$ cat src/rtl/core/cbm_pkg.sv
// Package: types, codes and reset constants for the cartridge bank mapper.
`default_nettype none
package cbm_pkg;

  localparam int unsigned ADDR_W   = 16;
  localparam int unsigned OFFS_W   = 23;
  localparam int unsigned BYTE_W   = 8;
  localparam int unsigned PADDR_W  = 3;
  localparam int unsigned PDATA_W  = 32;

  localparam logic [OFFS_W-1:0] ROM_MASK_RESET = 23'h7F_FFFF;
  localparam logic [BYTE_W-1:0] RAM_MASK_RESET = 8'h00;

  // Unlocked ROM reads land in the top 32 KB of the largest image.
  localparam logic [BYTE_W-1:0] TOP_BANK_32K = 8'hFF;
  localparam logic [3:0]        RAM_EN_KEY   = 4'hA;

  // Register index (paddr[2])
  localparam logic REG_ROM_MASK = 1'b0;
  localparam logic REG_RAM_MASK = 1'b1;

  // 8 KB regions of the CPU bus, address[15:13]
  localparam logic [2:0] REGION_LOCK   = 3'd0;
  localparam logic [2:0] REGION_BANK   = 3'd1;
  localparam logic [2:0] REGION_RAMSEL = 3'd2;
  localparam logic [2:0] REGION_CRAM   = 3'd5;

  typedef enum logic [1:0] {
    TGT_ROM_READ  = 2'd0,
    TGT_RAM_READ  = 2'd1,
    TGT_RAM_WRITE = 2'd2,
    TGT_NONE      = 2'd3
  } cbm_target_t;

  typedef enum logic {
    KIND_READ  = 1'b0,
    KIND_WRITE = 1'b1
  } cbm_kind_t;

  typedef struct packed {
    cbm_kind_t         kind;
    logic [ADDR_W-1:0] address;
    logic [BYTE_W-1:0] data;
  } cbm_in_t;

  typedef struct packed {
    cbm_target_t       target;
    logic [OFFS_W-1:0] mapped_address;
    logic [BYTE_W-1:0] write_byte;
  } cbm_out_t;

endpackage
`default_nettype wire

$ cat src/rtl/core/cbm_stream_if.sv
// Valid/ready stream interface carrying one payload per transaction.
`default_nettype none
interface cbm_stream_if #(
  parameter type payload_t = cbm_pkg::cbm_in_t
);
  logic     valid;
  logic     ready;
  payload_t payload;

  modport source (output valid, output payload, input ready);
  modport sink   (input valid, input payload, output ready);
endinterface
`default_nettype wire

$ cat src/rtl/core/cartridge_bank_mapper_with_lock.sv
// An accepted access has its result in the output register in the next cycle.
// Throughput: one access per cycle; the output register takes a new result in the
// same cycle its previous one is taken, so input stalls only while output stalls.
// Bank register writes take effect for the very next access.
// Reset (rst_n low, synchronous): banks, RAM enable and lock cleared, masks to defaults.
`default_nettype none
module cartridge_bank_mapper_with_lock (
  input  wire logic                         clk,
  input  wire logic                         rst_n,
  cbm_stream_if.sink                        in_ch,
  cbm_stream_if.source                      out_ch,
  input  wire logic                         psel,
  input  wire logic                         penable,
  input  wire logic                         pwrite,
  input  wire logic [cbm_pkg::PADDR_W-1:0]  paddr,
  input  wire logic [cbm_pkg::PDATA_W-1:0]  pwdata,
  output logic      [cbm_pkg::PDATA_W-1:0]  prdata,
  output logic                              pready
);

  localparam int unsigned OW = cbm_pkg::OFFS_W;
  localparam int unsigned BW = cbm_pkg::BYTE_W;

  logic [OW-1:0] rom_mask_r;
  logic [BW-1:0] ram_mask_r;
  logic [BW-1:0] outer_bank_r, outer_bank_nxt;
  logic [BW-1:0] inner_bank_r, inner_bank_nxt;
  logic [BW-1:0] cram_bank_r,  cram_bank_nxt;
  logic          ram_en_r,     ram_en_nxt;
  logic          lock_r,       lock_nxt;

  logic              out_valid_r;
  cbm_pkg::cbm_out_t out_payload_r, result_nxt;

  logic          in_fire;
  logic          cfg_wr;
  logic [2:0]    region;
  logic [BW:0]   bank_sum;
  logic [OW-1:0] rom_base;
  logic [OW-1:0] rom_offs;
  logic [OW-1:0] ram_offs;

  assign pready  = 1'b1;
  assign cfg_wr  = psel && penable && pwrite && pready;
  assign in_ch.ready = !out_valid_r || out_ch.ready;
  assign in_fire = in_ch.valid && in_ch.ready;

  assign out_ch.valid   = out_valid_r;
  assign out_ch.payload = out_payload_r;

  always_comb begin
    unique case (paddr[2])
      cbm_pkg::REG_ROM_MASK: prdata = {{(cbm_pkg::PDATA_W-OW){1'b0}}, rom_mask_r};
      cbm_pkg::REG_RAM_MASK: prdata = {{(cbm_pkg::PDATA_W-BW){1'b0}}, ram_mask_r};
      default:               prdata = '0;
    endcase
  end

  // Address mapping
  assign region   = in_ch.payload.address[15:13];
  assign bank_sum = {1'b0, outer_bank_r} + {1'b0, inner_bank_r};

  always_comb begin
    if (!lock_r) begin
      rom_base = {cbm_pkg::TOP_BANK_32K, 15'd0} & rom_mask_r;
      rom_offs = rom_base + {8'd0, in_ch.payload.address[14:0]};
    end else if (!in_ch.payload.address[14]) begin
      rom_base = {1'b0, outer_bank_r, 14'd0} & rom_mask_r;
      rom_offs = rom_base + {9'd0, in_ch.payload.address[13:0]};
    end else begin
      rom_base = {bank_sum, 14'd0} & rom_mask_r;
      rom_offs = rom_base + {9'd0, in_ch.payload.address[13:0]};
    end
  end

  assign ram_offs = {2'd0, cram_bank_r & ram_mask_r, in_ch.payload.address[12:0]};

  always_comb begin
    outer_bank_nxt = outer_bank_r;
    inner_bank_nxt = inner_bank_r;
    cram_bank_nxt  = cram_bank_r;
    ram_en_nxt     = ram_en_r;
    lock_nxt       = lock_r;
    result_nxt.target         = cbm_pkg::TGT_NONE;
    result_nxt.mapped_address = '0;
    result_nxt.write_byte     = '0;
    if (in_ch.payload.kind == cbm_pkg::KIND_READ) begin
      if (!in_ch.payload.address[15]) begin
        result_nxt.target         = cbm_pkg::TGT_ROM_READ;
        result_nxt.mapped_address = rom_offs;
      end else if (region == cbm_pkg::REGION_CRAM) begin
        result_nxt.target         = cbm_pkg::TGT_RAM_READ;
        result_nxt.mapped_address = ram_offs;
      end
    end else begin
      unique case (region)
        cbm_pkg::REGION_LOCK: begin
          if (lock_r) ram_en_nxt = (in_ch.payload.data[3:0] == cbm_pkg::RAM_EN_KEY);
          else        lock_nxt   = 1'b1;
        end
        cbm_pkg::REGION_BANK: begin
          if (lock_r) inner_bank_nxt = in_ch.payload.data;
          else        outer_bank_nxt = in_ch.payload.data;
        end
        cbm_pkg::REGION_RAMSEL: begin
          if (lock_r) cram_bank_nxt = in_ch.payload.data;
        end
        cbm_pkg::REGION_CRAM: begin
          if (ram_en_r) begin
            result_nxt.target         = cbm_pkg::TGT_RAM_WRITE;
            result_nxt.mapped_address = ram_offs;
            result_nxt.write_byte     = in_ch.payload.data;
          end
        end
        default: ;
      endcase
    end
  end

  always_ff @(posedge clk) begin
    if (!rst_n) begin
      rom_mask_r   <= cbm_pkg::ROM_MASK_RESET;
      ram_mask_r   <= cbm_pkg::RAM_MASK_RESET;
      outer_bank_r <= '0;
      inner_bank_r <= '0;
      cram_bank_r  <= '0;
      ram_en_r     <= 1'b0;
      lock_r       <= 1'b0;
      out_valid_r  <= 1'b0;
    end else begin
      if (cfg_wr) begin
        unique case (paddr[2])
          cbm_pkg::REG_ROM_MASK: rom_mask_r <= pwdata[OW-1:0];
          cbm_pkg::REG_RAM_MASK: ram_mask_r <= pwdata[BW-1:0];
          default: ;
        endcase
      end
      if (in_fire) begin
        outer_bank_r <= outer_bank_nxt;
        inner_bank_r <= inner_bank_nxt;
        cram_bank_r  <= cram_bank_nxt;
        ram_en_r     <= ram_en_nxt;
        lock_r       <= lock_nxt;
        out_valid_r  <= 1'b1;
      end else if (out_ch.ready) begin
        out_valid_r  <= 1'b0;
      end
    end
  end

  always_ff @(posedge clk) begin
    if (in_fire) out_payload_r <= result_nxt;
  end

  // Checks
  a_lock_sticky: assert property (@(posedge clk) disable iff (!rst_n)
    $past(rst_n) |-> !$fell(lock_r))
    else $error("lock cleared without reset");

  a_lock_set: assert property (@(posedge clk) disable iff (!rst_n)
    in_fire && (in_ch.payload.kind == cbm_pkg::KIND_WRITE) &&
    (region == cbm_pkg::REGION_LOCK) |=> lock_r)
    else $error("lock not set by write to lock region");

  a_fire_gives_result: assert property (@(posedge clk) disable iff (!rst_n)
    in_fire |=> out_valid_r)
    else $error("accepted transaction produced no result");

  a_none_zero: assert property (@(posedge clk) disable iff (!rst_n)
    out_valid_r && (out_payload_r.target == cbm_pkg::TGT_NONE) |->
    (out_payload_r.mapped_address == '0) && (out_payload_r.write_byte == '0))
    else $error("non-access result carries address or data");

  a_write_needs_enable: assert property (@(posedge clk) disable iff (!rst_n)
    in_fire && (result_nxt.target == cbm_pkg::TGT_RAM_WRITE) |-> ram_en_r)
    else $error("RAM write issued while RAM disabled");

endmodule
`default_nettype wire

$ cat src/flat_wrapper.sv
// flat-port wrapper written by rule: the top's interface ports become plain ports
module cartridge_bank_mapper_with_lock_flat import cbm_pkg::*;
  (clk, rst_n, psel, penable, pwrite, paddr, pwdata, prdata, pready, in_ch_valid, in_ch_payload, in_ch_ready, out_ch_valid, out_ch_payload, out_ch_ready);
  cbm_stream_if #(.payload_t(cbm_in_t)) in_ch_i ();
  cbm_stream_if #(.payload_t(cbm_out_t)) out_ch_i ();
  input  wire logic clk;
  input  wire logic rst_n;
  input  wire logic psel;
  input  wire logic penable;
  input  wire logic pwrite;
  input  wire logic [cbm_pkg::PADDR_W-1:0] paddr;
  input  wire logic [cbm_pkg::PDATA_W-1:0] pwdata;
  output logic      [cbm_pkg::PDATA_W-1:0] prdata;
  output logic pready;
  input wire logic [$bits(in_ch_i.valid)-1:0] in_ch_valid;
  input wire logic [$bits(in_ch_i.payload)-1:0] in_ch_payload;
  output wire logic [$bits(in_ch_i.ready)-1:0] in_ch_ready;
  output wire logic [$bits(out_ch_i.valid)-1:0] out_ch_valid;
  output wire logic [$bits(out_ch_i.payload)-1:0] out_ch_payload;
  input wire logic [$bits(out_ch_i.ready)-1:0] out_ch_ready;
  assign in_ch_i.valid = in_ch_valid;
  assign in_ch_i.payload = in_ch_payload;
  assign in_ch_ready = in_ch_i.ready;
  assign out_ch_valid = out_ch_i.valid;
  assign out_ch_payload = out_ch_i.payload;
  assign out_ch_i.ready = out_ch_ready;
  cartridge_bank_mapper_with_lock u_core (.clk(clk), .rst_n(rst_n), .in_ch(in_ch_i), .out_ch(out_ch_i), .psel(psel), .penable(penable), .pwrite(pwrite), .paddr(paddr), .pwdata(pwdata), .prdata(prdata), .pready(pready));
endmodule
$ cat config.mk
export PLATFORM = sky130hd
export DESIGN_NAME = cartridge_bank_mapper_with_lock_flat
export DESIGN_NICKNAME = d
export VERILOG_FILES = /design/src/rtl/core/cbm_pkg.sv /design/src/rtl/core/cbm_stream_if.sv /design/src/rtl/core/cartridge_bank_mapper_with_lock.sv /design/src/flat_wrapper.sv
export SDC_FILE = /design/constraint.sdc
export NUM_CORES = 1
export LEC_CHECK = 0
export ABC_AREA = 1
export BUFFER_PORTS_ARGS = -buffer_cell sky130_fd_sc_hd__buf_2
export CAP_MARGIN = 25
export CORE_MARGIN = 3
export CORE_UTILIZATION = 45
export CTS_CLUSTER_SIZE = 14
export DETAILED_ROUTE_END_ITERATION = 6
export GPL_ROUTABILITY_DRIVEN = 0
export PLACE_DENSITY_LB_ADDON = 0.05
export SLEW_MARGIN = 10
export SYNTH_ARGS = -nofsm -noshare
export SYNTH_HDL_FRONTEND = slang
export SYNTH_SLANG_ARGS = --single-unit
export TNS_END_PERCENT = 20
$ cat constraint.sdc
create_clock -name clk -period 2.6 [get_ports clk]
set_input_delay 0.52 -clock clk [delete_from_list [all_inputs] [get_ports clk]]
set_output_delay 0.52 -clock clk [all_outputs]
set_load 0.01 [all_outputs]
Yosys cells after proc, flatten, opt, wreduce, memory -nomap -nowiden
Cells that the tools add are included.
Word-level totals
  memory bits (writable): 0
  output and inout bits: 68
  input bits: 67
  word-level logic and storage cells: 49
  bits in read-only memories: 0
  memories kept: 0
  flip-flop bits (word level): 91
  bits in latches: 0
Cells by class
  reductions and logical operators: 15
  shift-type cells: 0
  multiplexer cells: 10
  $lt $le $gt $ge: 0
  multiply operators: 0
  bitwise operators: 5
  equality and inequality tests: 4
  div/mod/pow operators: 0
  add/subtract/negate cells: 4
Operators with widths (count)
  $mux W25: 3
  $mux W32: 2
  $pmux W32 S2: 1
  $add A23 B14 Y23: 2
  $mux W23: 2
  $add A23 B15 Y23: 1
  $and A22 B23 Y23: 1
  $and A23 B23 Y23: 1
  $reduce_and A4 Y1: 4
  $add A8 B8 Y9: 1
  $and A8 B8 Y8: 1
  $reduce_and A3 Y1: 2
  $eq A4 B4 Y1 const B: 1
  $reduce_and A2 Y1: 2
  $eq A3 B1 Y1 const B: 1
  $eq A3 B2 Y1 const B: 1
  $eq A3 B3 Y1 const B: 1
  $logic_and A1 B1 Y1: 3
  $logic_not A3 Y1: 1
  $mux W1: 2
  $not A1 Y1: 2
  $reduce_bool A2 Y1: 1
  $logic_not A1 Y1: 1
  $logic_or A1 B1 Y1: 1

Depth between registers and ports, before layout
Gate-level depths: netlist of run 1.
  depth after elaboration: 7
  mapped depth: 13
  gate-level depth less buffers: 13

Least setup slack after synthesis of run 1
No wires, ideal clock.
  path type: in2reg
  start: input out_ch_ready
  end: register u_core.cram_bank_r[5]
  path buffers: 1
  data required time: 2.530 ns
  cell stages on the path: 9
  arrival time: 2.194 ns
  slack: 0.337 ns
  cells stage by stage: inv_1 > nand2_1 > nand2_1 > inv_1 > nand3_1 > inv_2 > buf_4 > o21ai_0 > a21oi_1
Between the ends
  word-level cells in the longest chain between the ends: 3
Ends and longest elaborated chain
  start: declaration: RTL line flat_wrapper.sv:20  | input wire logic [$bits(out_ch_i.ready)-1:0] out_ch_ready;
  $logic_or A1 B1 Y1: RTL line cartridge_bank_mapper_with_lock.sv:45  | assign in_ch.ready = !out_valid_r || out_ch.ready;
  net in_ch_ready: RTL line flat_wrapper.sv:17  | output wire logic [$bits(in_ch_i.ready)-1:0] in_ch_ready;
  $logic_and A1 B1 Y1: RTL line cartridge_bank_mapper_with_lock.sv:46  | assign in_fire = in_ch.valid && in_ch.ready;
  net u_core.in_fire: RTL line cartridge_bank_mapper_with_lock.sv:35  | logic in_fire;
  $reduce_and A4 Y1 (no line)
  end signal: assignment: RTL line cartridge_bank_mapper_with_lock.sv:141  | cram_bank_r <= cram_bank_nxt;
  end: declaration: RTL line cartridge_bank_mapper_with_lock.sv:28  | logic [BW-1:0] cram_bank_r, cram_bank_nxt;
The timed path passes the listed nets, and every way through them passes these cells.
A chain may end at the register's enable or synchronous reset.

==> flow_metrics.env, run 1 <==
export IMPL_cp_start_kind="flip-flop"
export IMPL_clock_sinks=91
export IMPL_period_minus_slack_ns=2.066
export IMPL_finalHoldViolations=0
export IMPL_cp_end_kind="flip-flop"
export IMPL_r2r_end="u_core.out_ch.payload[28]"
export IMPL_vias=3581
export IMPL_worst_pin_slew_ns=0.6593
export IMPL_hp_class="in -> reg"
export IMPL_setup_worst_path_class="reg -> reg"
export IMPL_ir_worst_vdd_mv=0.2542
export IMPL_ios=135
export IMPL_synth_fa_ha_area_frac=0.02871
export IMPL_r2r_slack_ns=0.53
export IMPL_postSynthRegisterBits=91
export IMPL_clk_path_buf_depth=2
export IMPL_synthXorXnorAreaFrac=0.004187
export IMPL_setup_violations=0
export IMPL_min_from="pwdata[8]"
export IMPL_arrival_ns=2.18
export IMPL_antenna_found_initial=0
export IMPL_grt_pass1_wl_mm=16.10
export IMPL_final_cells=717
export IMPL_outcome="finished, final reports clean"
export IMPL_clockRootBuffer="clkbuf_8"
export IMPL_ys_seq_area_frac=0.5144
export IMPL_multiInputGateArea_um2=1667
export IMPL_ys_async_sr_fraction=0
export IMPL_setup_tns_ns=0
export IMPL_drt_initial_drc_count=205
export IMPL_r2r_start="u_core.inner_bank_r[0]"
export IMPL_slew_limit_headroom=0.5591
export IMPL_drc=0
export IMPL_hold_end="u_core.rom_mask_r[8]"
export IMPL_synth_compound_area_frac=0.1558
export IMPL_coreArea_um2=8891
export IMPL_yosysWarnings=0
export IMPL_fp_dieW_um=102.4
export IMPL_cp_required_ns=2.72
export IMPL_avgSynthCellArea_um2=8.436
export IMPL_clkLatencyLatePin_ns=0.36
export IMPL_rsz0062_at_grt="false"
export IMPL_dieHeight_um=102.4
export IMPL_synthSimpleGateAreaFrac=0.2001
export IMPL_ctsHoldBuffers=0
export IMPL_fmax_ghz=0.4840
export IMPL_yosysUniqueCellTypes=36
export IMPL_finClkSkew_ns=0.02051
export IMPL_antenna_cells=0
export IMPL_powerDensity_nw_per_um2=563.5
export IMPL_cts_max_level=3
export IMPL_drive_gt1_frac=0.2775
export IMPL_antenna_left=0
export IMPL_post_cts_buffers=0
export IMPL_path_clk_slew_ns=0.09
export IMPL_synth_area_um2=4184
export IMPL_portBuffers=113
export IMPL_final_period_utilization=0.7947
export IMPL_drv_cap=0
export IMPL_cts_tree="yes"
export IMPL_finalNetCount=680
export IMPL_dieArea_um2=10490
export IMPL_ff2ff_path_depth=12
export IMPL_grt_overflow=0
export IMPL_dr_pass1_iters=5
export IMPL_cts_resized=0
export IMPL_wirelength_mm=10.15
export IMPL_path_max_fanout=3
export IMPL_cts_buffers=9
export IMPL_start_util=0.4706
export IMPL_leakage_nw=2.444
export IMPL_fp_row_count=34
export IMPL_ff_latch_area_um2=2152
export IMPL_synth_edf_count=33
export IMPL_grt_total_usage=0.1951
export IMPL_final_max_slew_violation_count=0
export IMPL_hpwl_mm=7.306
export IMPL_netlist_instances=496
export IMPL_synth_ff_type="dfxtp_1"
export IMPL_whs_path_depth=3
export IMPL_avgViaCountPerCell=4.994
export IMPL_synth_area_mux_share=0
export IMPL_grt_max_degree=42
export IMPL_wl_per_cell_um=14.16
export IMPL_area_growth_pct=18.51
export IMPL_synth_top_family_by_area="simple AND/OR/NAND/NOR gates"
export IMPL_nFillCells=854
export IMPL_dp_cells=701
export IMPL_grt_pass1_vias=3307
sequential cells by signal, indices dropped and copies added (netlist names):
| signal | count |
|---|---|
| u_core.ram_en_r | 1 |
| u_core.inner_bank_r | 8 |
| u_core.rom_mask_r | 23 |
| u_core.out_ch.valid | 1 |
| u_core.cram_bank_r | 8 |
| u_core.outer_bank_r | 8 |
| u_core.ram_mask_r | 8 |
| u_core.out_ch.payload | 33 |
| u_core.lock_r | 1 |
cells by family after synthesis:
group | Yosys count
AOI/OAI and AO/OA | 119
buffers and inverters | 87
adders and majority gates | 9
DFF | 91
xor gates and xnor gates | 2
and+or+nand+nor | 186
other | 2
worst max-delay path by stage:
stage | cells after the start | slack [ns] | start | to
after detailed placement | 6 | 0.54 | paddr[2] | u_core.ram_mask_r[4]
after floorplan | 9 | 0.34 | out_ch_ready | u_core.cram_bank_r[5]
after global placement | 6 | 0.55 | paddr[2] | u_core.ram_mask_r[3]
after CTS | 12 | 0.53 | u_core.inner_bank_r[0] | u_core.out_ch.payload[28]
final | 12 | 0.53 | u_core.inner_bank_r[0] | u_core.out_ch.payload[28]
after global routing | 12 | 0.38 | u_core.inner_bank_r[0] | u_core.out_ch.payload[28]
metal layers:
| layer | vias to the layer above | global-route usage | share of wire |
|---|---|---|---|
| met2 | 152 | 0.2890 | 0.42 |
| met4 | 0 | 0.05247 | 0.013 |
| met1 | 1593 | 0.2914 | 0.49 |
| met5 | - | 0 | 0 |
| met3 | 10 | 0.03754 | 0.078 |
| li1 | 1826 | - | - |
cells in the mapped netlist (7+ instances only):
cell | instances | area share
nand3_1 | 24 | 0.029
nor2_1 | 53 | 0.048
nand2_1 | 82 | 0.074
dfxtp_1 | 58 | 0.28
edfxtp_1 | 33 | 0.24
nor2_2 | 12 | 0.018
clkbuf_1 | 10 | 0.0090
a21oi_1 | 49 | 0.059
inv_1 | 50 | 0.045
buf_4 | 12 | 0.022
inv_2 | 7 | 0.0063
ha_1 | 8 | 0.024
o21ai_0 | 54 | 0.065
power by group:
| part | total [mW] | switching (mW) | internal [mW] | leakage, nW |
|---|---|---|---|---|
| sequential | 1.55 | 0.0203 | 1.53 | 0.802 |
| clock | 0.923 | 0.514 | 0.409 | 0.0930 |
| combinational | 0.320 | 0.204 | 0.116 | 1.55 |
| total | 2.79 | 0.738 | 2.06 | 2.44 |
critical path, cell delays in order (launching register included):
cell and delay (ns):
dfxtp_1 0.33, ha_1 0.25, fa_1 0.47, nand3_1 0.09, nand2_1 0.11, nand2_1 0.10, nand2_1 0.05, nor2_1 0.08
o21ai_0 0.09, nand2_1 0.07, nand2_1 0.08, nand2_1 0.07, nand2_1 0.05
cell type report:
class,count,area share
flip-flops and latches,91,0.4340
clock buffers,11,0.03078
repair buffers,117,0.1201
inverters,59,0.04466
clock inverters,5,0.007065
multi-input cells,326,0.3361
well taps,108,0.02725
per-stage QoR:
stage          worst slack [ns]  cell area (um^2)    util  total power [mW]  hold slack [ns]
5_1_grt                  0.3824              4959  0.5577             2.922           0.3778
3_5_place_dp             0.5439              4771  0.5366             1.905           0.4431
4_1_cts                  0.5330              4959  0.5577             2.815           0.3683
6_report                 0.5337              4959  0.5577             2.794           0.3749
2_1_floorplan            0.3367              4214       -             1.774           0.4292
3_3_place_gp             0.5514              4771  0.5366             1.902           0.4378
layout by cell type, fill, tap and decap left out, types with 2 or more instances in the layout:
cell type / instances
conb_1: 10
nand3_1: 24
a21oi_1: 49
nand4_1: 4
nand2_1: 82
o21ai_0: 54
buf_4: 4
nor2_2: 13
buf_2: 113
edfxtp_1: 33
a21oi_2: 4
nor3_4: 2
nor2_4: 4
inv_1: 50
xnor2_1: 2
ha_1: 8
nor3_1: 2
o21ai_2: 4
inv_2: 7
clkbuf_8: 9
nor2_1: 52
clkinv_1: 3
dfxtp_1: 58
Note: power is estimated with default switching activity, not from simulation.
==> inputs of run 2 (changes only) <==
--- a/config.mk
+++ b/config.mk
@@ -5,7 +5,7 @@
 export SDC_FILE = /design/constraint.sdc
 export NUM_CORES = 1
 export LEC_CHECK = 0
-export ABC_AREA = 1
+export ABC_AREA = 0
 export BUFFER_PORTS_ARGS = -buffer_cell sky130_fd_sc_hd__buf_2
 export CAP_MARGIN = 25
 export CORE_MARGIN = 3
==> constraint.sdc (replaced) <==
create_clock -name clk -period 2.1 [get_ports clk]
set_input_delay 0.42 -clock clk [delete_from_list [all_inputs] [get_ports clk]]
set_output_delay 0.42 -clock clk [all_outputs]
set_load 0.01 [all_outputs]
==> flow_metrics.env, run 2 <==
export IMPL_drc=0
export IMPL_largest_reg_flops=33
export IMPL_grt_overflow=0
export IMPL_yosys_top_cells_area="dfxtp_1 (27%), edfxtp_1 (23%), nand2_1 (8.5%)"
export IMPL_synth_top_area_frac=0.2693
export IMPL_layout_common_cells="buf_2 (113), nand2_1 (98), dfxtp_1 (58)"
export IMPL_antenna_found_initial=0
export IMPL_setup_worst_path_class="reg -> reg"
export IMPL_cts_max_level=3
export IMPL_drt_met1_wl_mm=4.768
export IMPL_cts_tree="yes"
export IMPL_postSynthRegisterBits=91
export IMPL_ctsHoldBuffers=0
export IMPL_arrival_ns=2.07
export IMPL_leakage_nw=2.280
export IMPL_ys_seq_area_frac=0.4991
export IMPL_powerDensity_nw_per_um2=704.4
export IMPL_fp_row_count=35
export IMPL_drive_gt1_frac=0.2898
export IMPL_avgViaCountPerCell=4.938
export IMPL_outcome="finished, final reports clean"
export IMPL_fmax_ghz=0.5077
export IMPL_final_max_slew_violation_count=0
export IMPL_ir_worst_vdd_mv=0.3424
export IMPL_fp_dieW_um=103.9
export IMPL_setup_violations=0
export IMPL_r2r_slack_ns=0.13
export IMPL_cp_top_family="adder cells"
export IMPL_ys_async_sr_fraction=0
export IMPL_netlist_instances=440
export IMPL_drv_cap=0
export IMPL_synth_most_common_cell="nand2_1"
export IMPL_drt_initial_drc_count=92
export IMPL_ff2ff_path_depth=6
export IMPL_coreArea_um2=9284
export IMPL_whs_path_depth=3
export IMPL_hold_end="u_core.rom_mask_r[9]"
export IMPL_synth_edf_count=33
export IMPL_grt_pass1_wl_mm=16.82
export IMPL_cp_required_ns=2.20
export IMPL_synth_ff_type="dfxtp_1"
export IMPL_top_layer="met4"
export IMPL_hpwl_mm=7.422
export IMPL_dieHeight_um=103.9
export IMPL_setup_tns_ns=0
export IMPL_finalHoldViolations=0
export IMPL_path_clk_slew_ns=0.09
export IMPL_antenna_left=0
export IMPL_grt_max_degree=66
export IMPL_path_buf_inv=0
export IMPL_hp_class="in -> reg"
export IMPL_yosysUniqueCellTypes=55
export IMPL_grt_total_usage=0.1918
export IMPL_cp_start_kind="flip-flop"
export IMPL_rsz0062_at_grt="false"
export IMPL_cp_slowest_cell="fa_1"
export IMPL_final_cells=688
export IMPL_wl_per_cell_um=14.86
export IMPL_r2r_start="u_core.outer_bank_r[0]"
export IMPL_wl_met2_mm=4.687
export IMPL_final_common_cell="buf_2"
export IMPL_dpl_worst_slack_ns=0.09119
export IMPL_grt_pass1_vias=3315
export IMPL_period_minus_slack_ns=1.970
export IMPL_slew_limit_headroom=0.4912
export IMPL_cts_buffers=9
export IMPL_portBuffers=113
export IMPL_final_period_utilization=0.9380
export IMPL_path_max_fanout=3
export IMPL_dieArea_um2=10790
export IMPL_wl_met3_um=575
export IMPL_clkLatencyLatePin_ns=0.35
export IMPL_synth_area_leader_cell="dfxtp_1"
export IMPL_fin_ws_ns=0.1302
export IMPL_synthTopCellsByCount="nand2_1 (98), dfxtp_1 (58), nand3_1 (35), edfxtp_1 (33), mux2i_1 (27)"
export IMPL_ios=135
export IMPL_clock_sinks=91
export IMPL_avgSynthCellArea_um2=9.799
export IMPL_antenna_cells=0
export IMPL_area_growth_pct=21.76
export IMPL_slowest_delay_ns=0.50
export IMPL_synth_area_um2=4312
export IMPL_min_from="pwdata[9]"
export IMPL_dr_pass1_iters=4
export IMPL_worst_pin_slew_ns=0.7631
export IMPL_clk_path_buf_depth=2
export IMPL_yosysWarnings=0
export IMPL_nFillCells=896
export IMPL_clockRootBuffer="clkbuf_8"
export IMPL_vias=3397
export IMPL_path_cells="ha_1 > fa_1 > a21oi_1 > o2111ai_1 > xnor2_1 > o211ai_1"
export IMPL_cp_end_kind="flip-flop"
export IMPL_start_util=0.4644
export IMPL_wirelength_mm=10.23
export IMPL_r2r_end="u_core.out_ch.payload[28]"
export IMPL_finalNetCount=630
export IMPL_finClkSkew_ns=0.01169
export IMPL_dp_cells=672
[run 2: cell families (layout without fill, tap and decap cells)]
| kind of cell | after synthesis | count (layout) | synth area share |
|---|---|---|---|
| other cells | 2 | 10 | 0.001742 |
| compound gates | 46 | 46 | 0.07516 |
| buf+inv | 40 | 151 | 0.04875 |
| xor+xnor | 3 | 3 | 0.006095 |
| fa+ha+maj | 9 | 9 | 0.02786 |
| simple gates | 214 | 214 | 0.2577 |
| flops | 91 | 91 | 0.4991 |
| mux | 35 | 35 | 0.08358 |
[run 2: power breakdown]
part	internal, mW	switching (mW)	leakage (nW)	total (mW)
registers	1.89	0.0248	0.800	1.92
clock network	0.780	0.608	0.119	1.39
logic	0.169	0.226	1.36	0.395
total	2.84	0.859	2.28	3.70
[run 2: cell type report]
cell class | count | area [um^2] | area share
flip-flops and latches | 91 | 2152 | 0.4099
multi-input cells | 317 | 1984 | 0.3780
repair buffers | 127 | 683.2 | 0.1301
clock buffers | 13 | 170.2 | 0.03241
well taps | 129 | 161.4 | 0.03074
clock inverters | 3 | 68.82 | 0.01311
inverters | 8 | 30.03 | 0.005720
[run 2: worst max path at each step]
stage                           startpoint                        end  slack [ns]  depth (start not counted)
floorplan                     out_ch_ready   u_core.out_ch.payload[0]        0.15                          3
global placement    u_core.outer_bank_r[0]  u_core.out_ch.payload[30]        0.11                          6
detailed placement  u_core.outer_bank_r[0]  u_core.out_ch.payload[30]        0.09                          6
CTS                 u_core.outer_bank_r[0]  u_core.out_ch.payload[30]        0.08                          6
global route        u_core.inner_bank_r[0]  u_core.out_ch.payload[28]        0.03                          6
finish              u_core.outer_bank_r[0]  u_core.out_ch.payload[28]        0.13                          6
[run 2: worst min-delay path, cell delays in order]
cell	delay [ns]
buf_2	0.07
nand2_1	0.04
nand3_1	0.06
[run 2: metrics by stage]
stage	cell area (um^2)	utilization	power, mW	hold slack (ns)
2_1_floorplan	4342	-	2.185	0.4326
3_3_place_gp	5006	0.5392	2.350	0.4427
3_5_place_dp	5006	0.5392	2.355	0.4532
4_1_cts	5245	0.5650	3.739	0.2506
5_1_grt	5250	0.5655	3.850	0.2658
6_report	5250	0.5655	3.698	0.2764
[run 2: routing by layer]
metal / track usage / up-vias
met5: 0 / -
met4: 0.07217 / 0
met3: 0.03786 / 16
met2: 0.2999 / 104
met1: 0.2639 / 1552
li1: - / 1725
[run 2: repair_timing]
action | in CTS | in global routing
buffers inserted | 0 | 0
endpoints found under the setup margin | 0 | 1
resized for setup | 0 | 1
